## config.mk

```make
export PLATFORM = sky130hd
export DESIGN_NAME = layer_normalizer
export DESIGN_NICKNAME = d
export VERILOG_FILES = /design/src/design/lnorm_pkg.sv /design/src/design/lnorm_ram.sv /design/src/design/lnorm_div.sv /design/src/design/lnorm_sqrt.sv /design/src/design/layer_normalizer.sv
export SDC_FILE = /design/constraint.sdc
export NUM_CORES = 2
export LEC_CHECK = 0
export BUFFER_PORTS_ARGS = -buffer_cell sky130_fd_sc_hd__buf_2
export CAP_MARGIN = 20
export CORE_MARGIN = 2
export CORE_UTILIZATION = 64
export DETAILED_ROUTE_END_ITERATION = 7
export PLACE_DENSITY = 0.87
export SLEW_MARGIN = 20
export SYNTH_ARGS = -nofsm -noshare
export SYNTH_HDL_FRONTEND = slang
export SYNTH_SLANG_ARGS = --single-unit
```

## constraint.sdc

```tcl
create_clock -name clk_i -period 9.8 [get_ports clk_i]
set_input_delay 1.96 -clock clk_i [delete_from_list [all_inputs] [get_ports clk_i]]
set_output_delay 1.96 -clock clk_i [all_outputs]
set_load 0.05 [all_outputs]
```

## src/design/lnorm_pkg.sv

```systemverilog
// Shared widths and constants for the layer normalizer.
`timescale 1ns / 1ps
package lnorm_pkg;
  localparam int unsigned ELEM_W = 16;
  localparam int unsigned SUM_W  = 23;
  localparam int unsigned EPS_W  = 16;
  localparam int unsigned DIV_DW = 38;
  localparam int unsigned DIV_VW = 25;
  localparam int unsigned SQRT_W = 50;
  localparam int unsigned ROOT_W = 25;
  localparam int unsigned SQ_W   = 32;
  localparam int unsigned VAR_W  = 32;
  localparam int unsigned NORM_SHIFT = 18;
  localparam logic signed [ELEM_W-1:0] SAT_POS = 16'sh7FFF;
  localparam logic signed [ELEM_W-1:0] SAT_NEG = 16'sh8000;
endpackage

```

## src/design/lnorm_ram.sv

```systemverilog
// Generic single-port RAM with registered read.
`timescale 1ns / 1ps
module lnorm_ram #(
  parameter int unsigned WIDTH = 16,
  parameter int unsigned DEPTH = 64
) (
  input  logic                     clk_i,
  input  logic                     we_i,
  input  logic [$clog2(DEPTH)-1:0] addr_i,
  input  logic [WIDTH-1:0]         wdata_i,
  output logic [WIDTH-1:0]         rdata_o
);
  logic [WIDTH-1:0] mem_q [DEPTH];

  always_ff @(posedge clk_i) begin
    if (we_i) begin
      mem_q[addr_i] <= wdata_i;
    end
    rdata_o <= mem_q[addr_i];
  end
endmodule

```

## src/design/lnorm_div.sv

```systemverilog
// Restoring divider that produces one quotient bit per cycle.
`timescale 1ns / 1ps
module lnorm_div #(
  parameter int unsigned DW = 38,
  parameter int unsigned VW = 25
) (
  input  logic          clk_i,
  input  logic          rst_ni,
  input  logic          start_i,
  input  logic [DW-1:0] dividend_i,
  input  logic [VW-1:0] divisor_i,
  output logic          done_o,
  output logic [DW-1:0] quotient_o
);
  localparam int unsigned CNT_W = $clog2(DW + 1);

  logic [CNT_W-1:0] cnt_q;
  logic             done_q;
  logic [VW:0]      rem_q, rem_sh, rem_d;
  logic [DW-1:0]    quo_q, quo_d;
  logic [VW-1:0]    div_q;

  always_comb begin
    rem_sh = {rem_q[VW-1:0], quo_q[DW-1]};
    if (rem_sh >= {1'b0, div_q}) begin
      rem_d = rem_sh - {1'b0, div_q};
      quo_d = {quo_q[DW-2:0], 1'b1};
    end else begin
      rem_d = rem_sh;
      quo_d = {quo_q[DW-2:0], 1'b0};
    end
  end

  always_ff @(posedge clk_i or negedge rst_ni) begin
    if (!rst_ni) begin
      cnt_q  <= '0;
      done_q <= 1'b0;
    end else if (start_i) begin
      cnt_q  <= CNT_W'(DW);
      done_q <= 1'b0;
    end else if (cnt_q != '0) begin
      cnt_q  <= cnt_q - 1'b1;
      done_q <= (cnt_q == CNT_W'(1));
    end else begin
      done_q <= 1'b0;
    end
  end

  always_ff @(posedge clk_i) begin
    if (start_i) begin
      rem_q <= '0;
      quo_q <= dividend_i;
      div_q <= divisor_i;
    end else if (cnt_q != '0) begin
      rem_q <= rem_d;
      quo_q <= quo_d;
    end
  end

  assign done_o     = done_q;
  assign quotient_o = quo_q;
endmodule

```

## src/design/lnorm_sqrt.sv

```systemverilog
// Floor integer square root, one result bit per cycle.
`timescale 1ns / 1ps
module lnorm_sqrt #(
  parameter int unsigned W = 50
) (
  input  logic           clk_i,
  input  logic           rst_ni,
  input  logic           start_i,
  input  logic [W-1:0]   value_i,
  output logic           done_o,
  output logic [W/2-1:0] root_o
);
  localparam int unsigned CNT_W = $clog2(W / 2 + 1);

  logic [CNT_W-1:0] cnt_q;
  logic             done_q;
  logic [W-1:0]     v_q, res_q, bit_q, trial;

  assign trial = res_q + bit_q;

  always_ff @(posedge clk_i or negedge rst_ni) begin
    if (!rst_ni) begin
      cnt_q  <= '0;
      done_q <= 1'b0;
    end else if (start_i) begin
      cnt_q  <= CNT_W'(W / 2);
      done_q <= 1'b0;
    end else if (cnt_q != '0) begin
      cnt_q  <= cnt_q - 1'b1;
      done_q <= (cnt_q == CNT_W'(1));
    end else begin
      done_q <= 1'b0;
    end
  end

  always_ff @(posedge clk_i) begin
    if (start_i) begin
      v_q   <= value_i;
      res_q <= '0;
      bit_q <= {2'b01, {(W-2){1'b0}}};
    end else if (cnt_q != '0) begin
      if (v_q >= trial) begin
        v_q   <= v_q - trial;
        res_q <= (res_q >> 1) + bit_q;
      end else begin
        res_q <= res_q >> 1;
      end
      bit_q <= bit_q >> 2;
    end
  end

  assign done_o = done_q;
  assign root_o = res_q[W/2-1:0];
endmodule

```

## src/design/layer_normalizer.sv

```systemverilog
// Layer normalizer top level: load, statistics sequencer and result register.
//
// Input beats carry one signed Q8.8 element each; the beat with last_i set
// closes the vector. While loading, one beat is taken per cycle. Up to
// MAX_LEN elements are stored; later ones are dropped and every result of
// that vector then has truncated_o set.
// After the closing beat in_stall_o stays high until the last result beat
// has been taken. The block then runs the mean divide, a variance pass
// that reads, squares and accumulates each element, the variance divide,
// the square root of variance plus epsilon, and for every element one
// divide (skipped when the root is zero). The divides share one bit-serial
// divider; the square root has its own bit-serial unit. Each result is
// computed only after the previous result beat has been taken.
// Results come out in element order, with last_res_o on the final one.
// When out_stall_i is high the result register holds and the sequence waits.
// eps_we_i writes the epsilon, which is used at the square root step.
// Reset clears the element count, sum and flags and sets epsilon to 1;
// the element memory is not cleared.
`timescale 1ns / 1ps
module layer_normalizer #(
  parameter int unsigned MAX_LEN = 64
) (
  input  logic                                clk_i,
  input  logic                                rst_ni,
  input  logic                                in_valid_i,
  output logic                                in_stall_o,
  input  logic signed [lnorm_pkg::ELEM_W-1:0] element_i,
  input  logic                                last_i,
  output logic                                out_valid_o,
  input  logic                                out_stall_i,
  output logic signed [lnorm_pkg::ELEM_W-1:0] normalized_o,
  output logic                                last_res_o,
  output logic                                truncated_o,
  input  logic                                eps_we_i,
  input  logic [lnorm_pkg::EPS_W-1:0]         eps_wdata_i
);
  import lnorm_pkg::*;

  localparam int unsigned AW = $clog2(MAX_LEN);
  localparam int unsigned CW = $clog2(MAX_LEN + 1);

  typedef enum logic [3:0] {
    S_LOAD, S_MEAN, S_VRD, S_VSQ, S_VACC, S_VDIV, S_ROOT,
    S_ORD, S_OCALC, S_ODIV, S_OUT
  } state_e;

  state_e                    state_q;
  logic [CW-1:0]             cnt_q, n_q;
  logic [AW-1:0]             idx_q;
  logic signed [SUM_W-1:0]   sum_q;
  logic                      ovf_q;
  logic [EPS_W-1:0]          eps_q;
  logic signed [ELEM_W-1:0]  mean_q;
  logic [SQ_W-1:0]           sq_q;
  logic [DIV_DW-1:0]         sumsq_q;
  logic [ROOT_W-1:0]         root_q;
  logic                      neg_q;
  logic signed [ELEM_W-1:0]  norm_q;
  logic                      out_valid_q, out_last_q;
  logic                      div_start_q, sqrt_start_q;
  logic [DIV_DW-1:0]         div_a_q;
  logic [DIV_VW-1:0]         div_b_q;
  logic [SQRT_W-1:0]         sqrt_in_q;

  logic                      div_done, sqrt_done;
  logic [DIV_DW-1:0]         div_quo;
  logic [ROOT_W-1:0]         sqrt_root;
  logic [ELEM_W-1:0]         rdata;
  logic                      ram_we, in_acc, full, is_end;
  logic [AW-1:0]             ram_addr;
  logic signed [ELEM_W:0]    dev;
  logic [ELEM_W-1:0]         dev_abs;
  logic signed [SUM_W-1:0]   sum_nx;
  logic [SUM_W-1:0]          sum_abs;
  logic [CW-1:0]             cnt_nx;
  logic [VAR_W:0]            var_eps;
  logic signed [ELEM_W-1:0]  sat_val;

  assign in_stall_o = (state_q != S_LOAD);
  assign in_acc     = in_valid_i && !in_stall_o;
  assign full       = (cnt_q == CW'(MAX_LEN));
  assign ram_we     = in_acc && !full;
  assign ram_addr   = (state_q == S_LOAD) ? cnt_q[AW-1:0] : idx_q;
  assign cnt_nx     = full ? cnt_q : cnt_q + 1'b1;
  assign is_end     = (CW'(idx_q) == n_q - 1'b1);

  assign dev     = $signed({rdata[ELEM_W-1], rdata}) - $signed({mean_q[ELEM_W-1], mean_q});
  assign dev_abs = dev[ELEM_W] ? ELEM_W'(-dev) : dev[ELEM_W-1:0];
  assign sum_nx  = full ? sum_q : sum_q + SUM_W'(element_i);
  assign sum_abs = sum_nx[SUM_W-1] ? -sum_nx : sum_nx;
  assign var_eps = {1'b0, div_quo[VAR_W-1:0]} + {{(VAR_W+1-EPS_W){1'b0}}, eps_q};

  always_comb begin
    if (neg_q) begin
      sat_val = (div_quo > DIV_DW'(32768)) ? SAT_NEG : -$signed(div_quo[ELEM_W-1:0]);
    end else begin
      sat_val = (div_quo > DIV_DW'(32767)) ? SAT_POS : $signed(div_quo[ELEM_W-1:0]);
    end
  end

  lnorm_ram #(.WIDTH(ELEM_W), .DEPTH(MAX_LEN)) u_ram (
    .clk_i   (clk_i),
    .we_i    (ram_we),
    .addr_i  (ram_addr),
    .wdata_i (element_i),
    .rdata_o (rdata)
  );

  lnorm_div #(.DW(DIV_DW), .VW(DIV_VW)) u_div (
    .clk_i      (clk_i),
    .rst_ni     (rst_ni),
    .start_i    (div_start_q),
    .dividend_i (div_a_q),
    .divisor_i  (div_b_q),
    .done_o     (div_done),
    .quotient_o (div_quo)
  );

  lnorm_sqrt #(.W(SQRT_W)) u_sqrt (
    .clk_i   (clk_i),
    .rst_ni  (rst_ni),
    .start_i (sqrt_start_q),
    .value_i (sqrt_in_q),
    .done_o  (sqrt_done),
    .root_o  (sqrt_root)
  );

  always_ff @(posedge clk_i or negedge rst_ni) begin
    if (!rst_ni) begin
      state_q      <= S_LOAD;
      cnt_q        <= '0;
      n_q          <= '0;
      idx_q        <= '0;
      sum_q        <= '0;
      ovf_q        <= 1'b0;
      eps_q        <= EPS_W'(1);
      mean_q       <= '0;
      sq_q         <= '0;
      sumsq_q      <= '0;
      root_q       <= '0;
      neg_q        <= 1'b0;
      norm_q       <= '0;
      out_valid_q  <= 1'b0;
      out_last_q   <= 1'b0;
      div_start_q  <= 1'b0;
      sqrt_start_q <= 1'b0;
      div_a_q      <= '0;
      div_b_q      <= '0;
      sqrt_in_q    <= '0;
    end else begin
      div_start_q  <= 1'b0;
      sqrt_start_q <= 1'b0;
      if (eps_we_i) begin
        eps_q <= eps_wdata_i;
      end
      case (state_q)
        S_LOAD: begin
          if (in_acc) begin
            if (full) begin
              ovf_q <= 1'b1;
            end else begin
              cnt_q <= cnt_q + 1'b1;
              sum_q <= sum_nx;
            end
            if (last_i) begin
              n_q         <= cnt_nx;
              div_a_q     <= DIV_DW'(sum_abs);
              div_b_q     <= DIV_VW'(cnt_nx);
              div_start_q <= 1'b1;
              state_q     <= S_MEAN;
            end
          end
        end
        S_MEAN: begin
          if (div_done) begin
            mean_q  <= sum_q[SUM_W-1] ? -$signed(div_quo[ELEM_W-1:0])
                                      : $signed(div_quo[ELEM_W-1:0]);
            idx_q   <= '0;
            sumsq_q <= '0;
            state_q <= S_VRD;
          end
        end
        S_VRD: begin
          state_q <= S_VSQ;
        end
        S_VSQ: begin
          sq_q    <= dev_abs * dev_abs;
          state_q <= S_VACC;
        end
        S_VACC: begin
          sumsq_q <= sumsq_q + DIV_DW'(sq_q);
          if (is_end) begin
            div_a_q     <= sumsq_q + DIV_DW'(sq_q);
            div_b_q     <= DIV_VW'(n_q);
            div_start_q <= 1'b1;
            state_q     <= S_VDIV;
          end else begin
            idx_q   <= idx_q + 1'b1;
            state_q <= S_VRD;
          end
        end
        S_VDIV: begin
          if (div_done) begin
            sqrt_in_q    <= SQRT_W'({var_eps, 16'b0});
            sqrt_start_q <= 1'b1;
            state_q      <= S_ROOT;
          end
        end
        S_ROOT: begin
          if (sqrt_done) begin
            root_q  <= sqrt_root;
            idx_q   <= '0;
            state_q <= S_ORD;
          end
        end
        S_ORD: begin
          state_q <= S_OCALC;
        end
        S_OCALC: begin
          neg_q <= dev[ELEM_W];
          if (root_q == '0) begin
            if (dev[ELEM_W]) begin
              norm_q <= SAT_NEG;
            end else if (dev == '0) begin
              norm_q <= '0;
            end else begin
              norm_q <= SAT_POS;
            end
            out_valid_q <= 1'b1;
            out_last_q  <= is_end;
            state_q     <= S_OUT;
          end else begin
            div_a_q     <= DIV_DW'({dev_abs, {NORM_SHIFT{1'b0}}});
            div_b_q     <= root_q;
            div_start_q <= 1'b1;
            state_q     <= S_ODIV;
          end
        end
        S_ODIV: begin
          if (div_done) begin
            norm_q      <= sat_val;
            out_valid_q <= 1'b1;
            out_last_q  <= is_end;
            state_q     <= S_OUT;
          end
        end
        S_OUT: begin
          if (!out_stall_i) begin
            out_valid_q <= 1'b0;
            if (is_end) begin
              cnt_q   <= '0;
              sum_q   <= '0;
              ovf_q   <= 1'b0;
              state_q <= S_LOAD;
            end else begin
              idx_q   <= idx_q + 1'b1;
              state_q <= S_ORD;
            end
          end
        end
        default: begin
          state_q <= S_LOAD;
        end
      endcase
    end
  end

  assign out_valid_o  = out_valid_q;
  assign normalized_o = norm_q;
  assign last_res_o   = out_last_q;
  assign truncated_o  = ovf_q;

  a_cnt_bound: assert property (@(posedge clk_i) disable iff (!rst_ni)
    cnt_q <= CW'(MAX_LEN))
    else $error("element count beyond capacity");

  a_out_nonempty: assert property (@(posedge clk_i) disable iff (!rst_ni)
    out_valid_o |-> (n_q != '0) && (CW'(idx_q) < n_q))
    else $error("result beat outside the stored vector");

  a_end_clears: assert property (@(posedge clk_i) disable iff (!rst_ni)
    out_valid_o && !out_stall_i && last_res_o |=> (cnt_q == '0) && !ovf_q && !in_stall_o)
    else $error("state not cleared after final result beat");

  a_last_stalls: assert property (@(posedge clk_i) disable iff (!rst_ni)
    in_valid_i && !in_stall_o && last_i |=> in_stall_o && !out_valid_o)
    else $error("input not stalled after closing beat");
endmodule
```

==> flow_summary_export.csv <==
group,metric,value,unit
global_route,grt_use_total,0.358,
placed_design,dp_hpwl,143000,µm
worst_setup_path,startpoint_type,"register",
worst_setup_path,endpoint,"sq_q[31]",
synth,ys_async_sr_fraction,0.195,
synth,netlist.top_cell.by_area,"edfxtp_1",
synth,synth_top_area_frac,0.430,
worst_setup_path,worstSetupStartpoint,"mean_q[0]",
clocking,cts_buffers,155,
worst_setup_path,criticalPathCategory,"reg2reg",
worst_setup_path,rr_startpoint,"mean_q[0]",
clocking,clkLatencyLatePin,0.84,ns
synth,avgSynthCellArea,11.6,µm²
worst_setup_path,critical_path_buf_inv_count,6,
worst_setup_path,r2r-end,"sq_q[31]",
synth,synth_warnings,0,
worst_setup_path,endpoint_kind,"register",
clocking,ctsHoldBuffers,0,
synth,synth_edf_count,1137,
sta,max_slew_margin,0.167,
clocking,cts-root-buf,"clkbuf_16",
route,drt_iter0_markers,9013,
worst_hold_path,hold_path.startpoint,"div_b_q[23]",
synth,ys_types,119,
sta,period_minus_slack,9.34,ns
worst_setup_path,critical_path.top_delay_family,"adder cells",
cells_and_area,area_growth,9.84,%
clocking,cts.path.max_buffers,3,
synth,synthAdderAreaFrac,0.0929,
cells_and_area,drive_above_1_share,0.0989,
route,drt-pass1-iter-count,7,
synth,ys_seq_area_frac,0.555,
placed_design,post-place-ws,0.0989,ns
floorplan,initial_core_util,0.644,
clocking,cts_tree,"yes",
sta,setup_viol,0,
synth,ys_ff_latch,1557,
global_route,grt_pass1_wl,346000,µm
worst_setup_path,path_common_cell,"fa_1",
global_route,antenna_found_initial,14,
worst_setup_path,rr_worst_depth,35,
worst_setup_path,slowest_delay,0.61,ns
sta,setup_tns,0,ns
global_route,grt_max_degree,166,
placed_design,gp_congestion,0.961,
floorplan,pin_count,58,
global_route,grt_pass1_vias,58800,
worst_setup_path,cp_max_fo,7,
route,drtAntennaViolNets,0,
synth,synth_xor_area_frac,0.0363,
synth,ys.flop_type,"edfxtp_1",
placed_design,port_buffers,57,
worst_hold_path,hold_path_class,"reg2reg",
worst_setup_path,crit_cells,35,
worst_setup_path,rrSetupSlack,0.46,ns
synth,synth_top_family_by_area,"compound AO/OA/AOI/OAI gates",
route,drc,0,
cells_and_area,finalNetCount,7407,
floorplan,die_x,356,µm
sta,clock.fmax,107,MHz
clocking,cts.clk_slew.worst_paths,0.06,ns
clocking,cts.sink_count,1557,
worst_setup_path,required,10.47,ns
sta,finalClockSkew,0.0541,ns
worst_setup_path,crit_arrival,10.01,ns
floorplan,die_area,127000,µm²
synth,ys_top_cells_by_area,"edfxtp_1, dfrtp_1, ha_1, fa_1, nand2_1",
synth,synth_nets,7350,
floorplan,core,123000,µm²
floorplan,die_h,356,µm
route,wl_per_cell,26.4,µm
floorplan,fp-row-count,129,
route,via_per_inst,6.91,
job,cap_viol_max_count,0,
synth,yosys.area_share.simple,0.103,
outcome,status,"completed",
synth,syn-cell-area,79400,µm²
sta,worstMarginPinSlew,1.24,ns
clocking,htreeDepth,4,
sta,timing.final.ws_setup,0.456,ns
route,wl,229000,µm
route,vias,59700,
worst_setup_path,critPathSlowestCell,"fa_1",
synth,syn_inst,6823,
synth,synth_mux_area_frac,0.0222,
sta,timing.final.crit_share,0.953,
sta,drv_slew,0,
global_route,overflow,0,
synth,synth-compound-area-share,0.156,
sta,final_hold_viol_count,0,
[cell usage in the layout, fill, tap and decap left out, types with 27 or more instances in the layout]
master,instances
a21o_1,112
and3_1,40
or3_1,32
nor3_1,93
xor2_1,168
dfxtp_1,116
a21oi_1,382
o21a_1,29
nor2b_1,37
nor2_1,497
nor4_1,41
nand3_1,99
nand2_1,689
o21ai_0,283
ha_1,322
buf_4,171
nand4_1,56
a22o_1,98
clkbuf_1,31
fa_1,166
clkinv_2,27
o221ai_1,30
edfxtp_1,1137
mux2_2,91
xnor2_1,141
dfrtp_1,301
nand2b_1,45
a221oi_1,99
mux2i_1,73
clkinv_1,27
a31oi_1,109
inv_1,353
o21bai_1,53
clkbuf_16,158
a211oi_1,76
a22oi_1,277
buf_2,56
[stage by stage]
step                      std cells  area, µm²   util  hold WS (ns)
after detailed placement       8350      81800  0.664         0.434
after CTS                      8633      87000  0.706         0.452
after floorplan                6823      79400      -         0.426
final                          8647      87200  0.707         0.452
after global placement         8350      81800  0.664         0.431
after global routing           8643      87200  0.707         0.456
[worst min path at each step]
stage                       to  slack (ns)  cells after the start
4_1_cts        u_div.div_q[23]        0.45                      0
5_1_grt        u_div.div_q[23]        0.46                      0
2_1_floorplan   u_div.div_q[0]        0.43                      0
3_5_place_dp   u_div.div_q[23]        0.43                      0
6_report       u_div.div_q[23]        0.45                      0
3_3_place_gp   u_div.div_q[24]        0.43                      0
[cells by family after synthesis]
logic type      count (synthesis)
buf+inv                       703
flops                        1557
fa+ha+maj                     489
mux                           165
simple gates                 1782
compound gates               1809
xor+xnor                      318
[final cells by class]
cell class,count,area [µm²]
fillers,7900,36100
repair buffers,234,1700
inverters,369,1390
multi-input cells,4563,32800
flip-flops and latches,1557,44100
diodes,4,10.0
clock buffers,192,4110
clock inverters,91,1060
well taps,1637,2050
[layer usage]
metal  vias to the layer above  GRT usage  wire (µm)
li1                      25400          -          -
met3                       923      0.108      30800
met2                      4671      0.544     103000
met1                     28700      0.469      82200
met4                        22      0.184      12900
met5                         -    0.00259        161
[cells in the mapped netlist (18+ instances only)]
master and instances:
dfxtp_1 116, a21oi_1 384, nand2b_1 46, a21o_1 112
xnor2_1 142, fa_1 167, ha_1 322, and3_1 41
dfrtp_1 303, mux2_2 91, buf_2 90, o31ai_1 20
clkbuf_1 214, a22o_1 98, a41oi_1 20, edfxtp_1 1137
nand3_1 101, a211oi_1 77, nor4_1 41, and2_1 18
nand4_1 56, or3_1 32, o21bai_1 53, o211ai_1 25
a221oi_1 100, o22ai_1 26, nor3_1 101, o21a_1 30
o221ai_1 30, inv_1 354, o21ai_0 284, or2_2 18
a31oi_1 111, a22oi_1 277, nor2_1 505, nor2b_1 37
mux2i_1 74, xor2_1 169, nand2_1 693, a311oi_1 19
buf_1 23
[what timing repair did]
item	4_1_cts	5_1_grt
setup endpoints to repair	0	6
gates resized for setup	0	19
setup buffers	0	10
[flip-flops by register name (all words and copies together) (netlist names), 4 cells and up]
signal / flops
u_div.div_q: 25
u_div.quotient_o: 38
u_sqrt.v_q: 50
u_div.rem_q: 25
sum_q: 23
idx_q: 6
sqrt_in_q: 33
u_div.cnt_q: 6
u_sqrt.cnt_q: 5
u_sqrt.bit_q: 25
state_q: 4
sq_q: 31
sumsq_q: 38
eps_q: 16
cnt_q: 7
div_b_q: 25
u_ram.rdata_o: 16
root_q: 25
div_a_q: 38
u_ram.mem_q: 1024
mean_q: 16
normalized_o: 16
n_q: 7
u_sqrt.res_q: 50
Power is left out: the tool's default activity adds up to more than one toggle a clock period on the data nets, which glitch-free logic cannot reach.
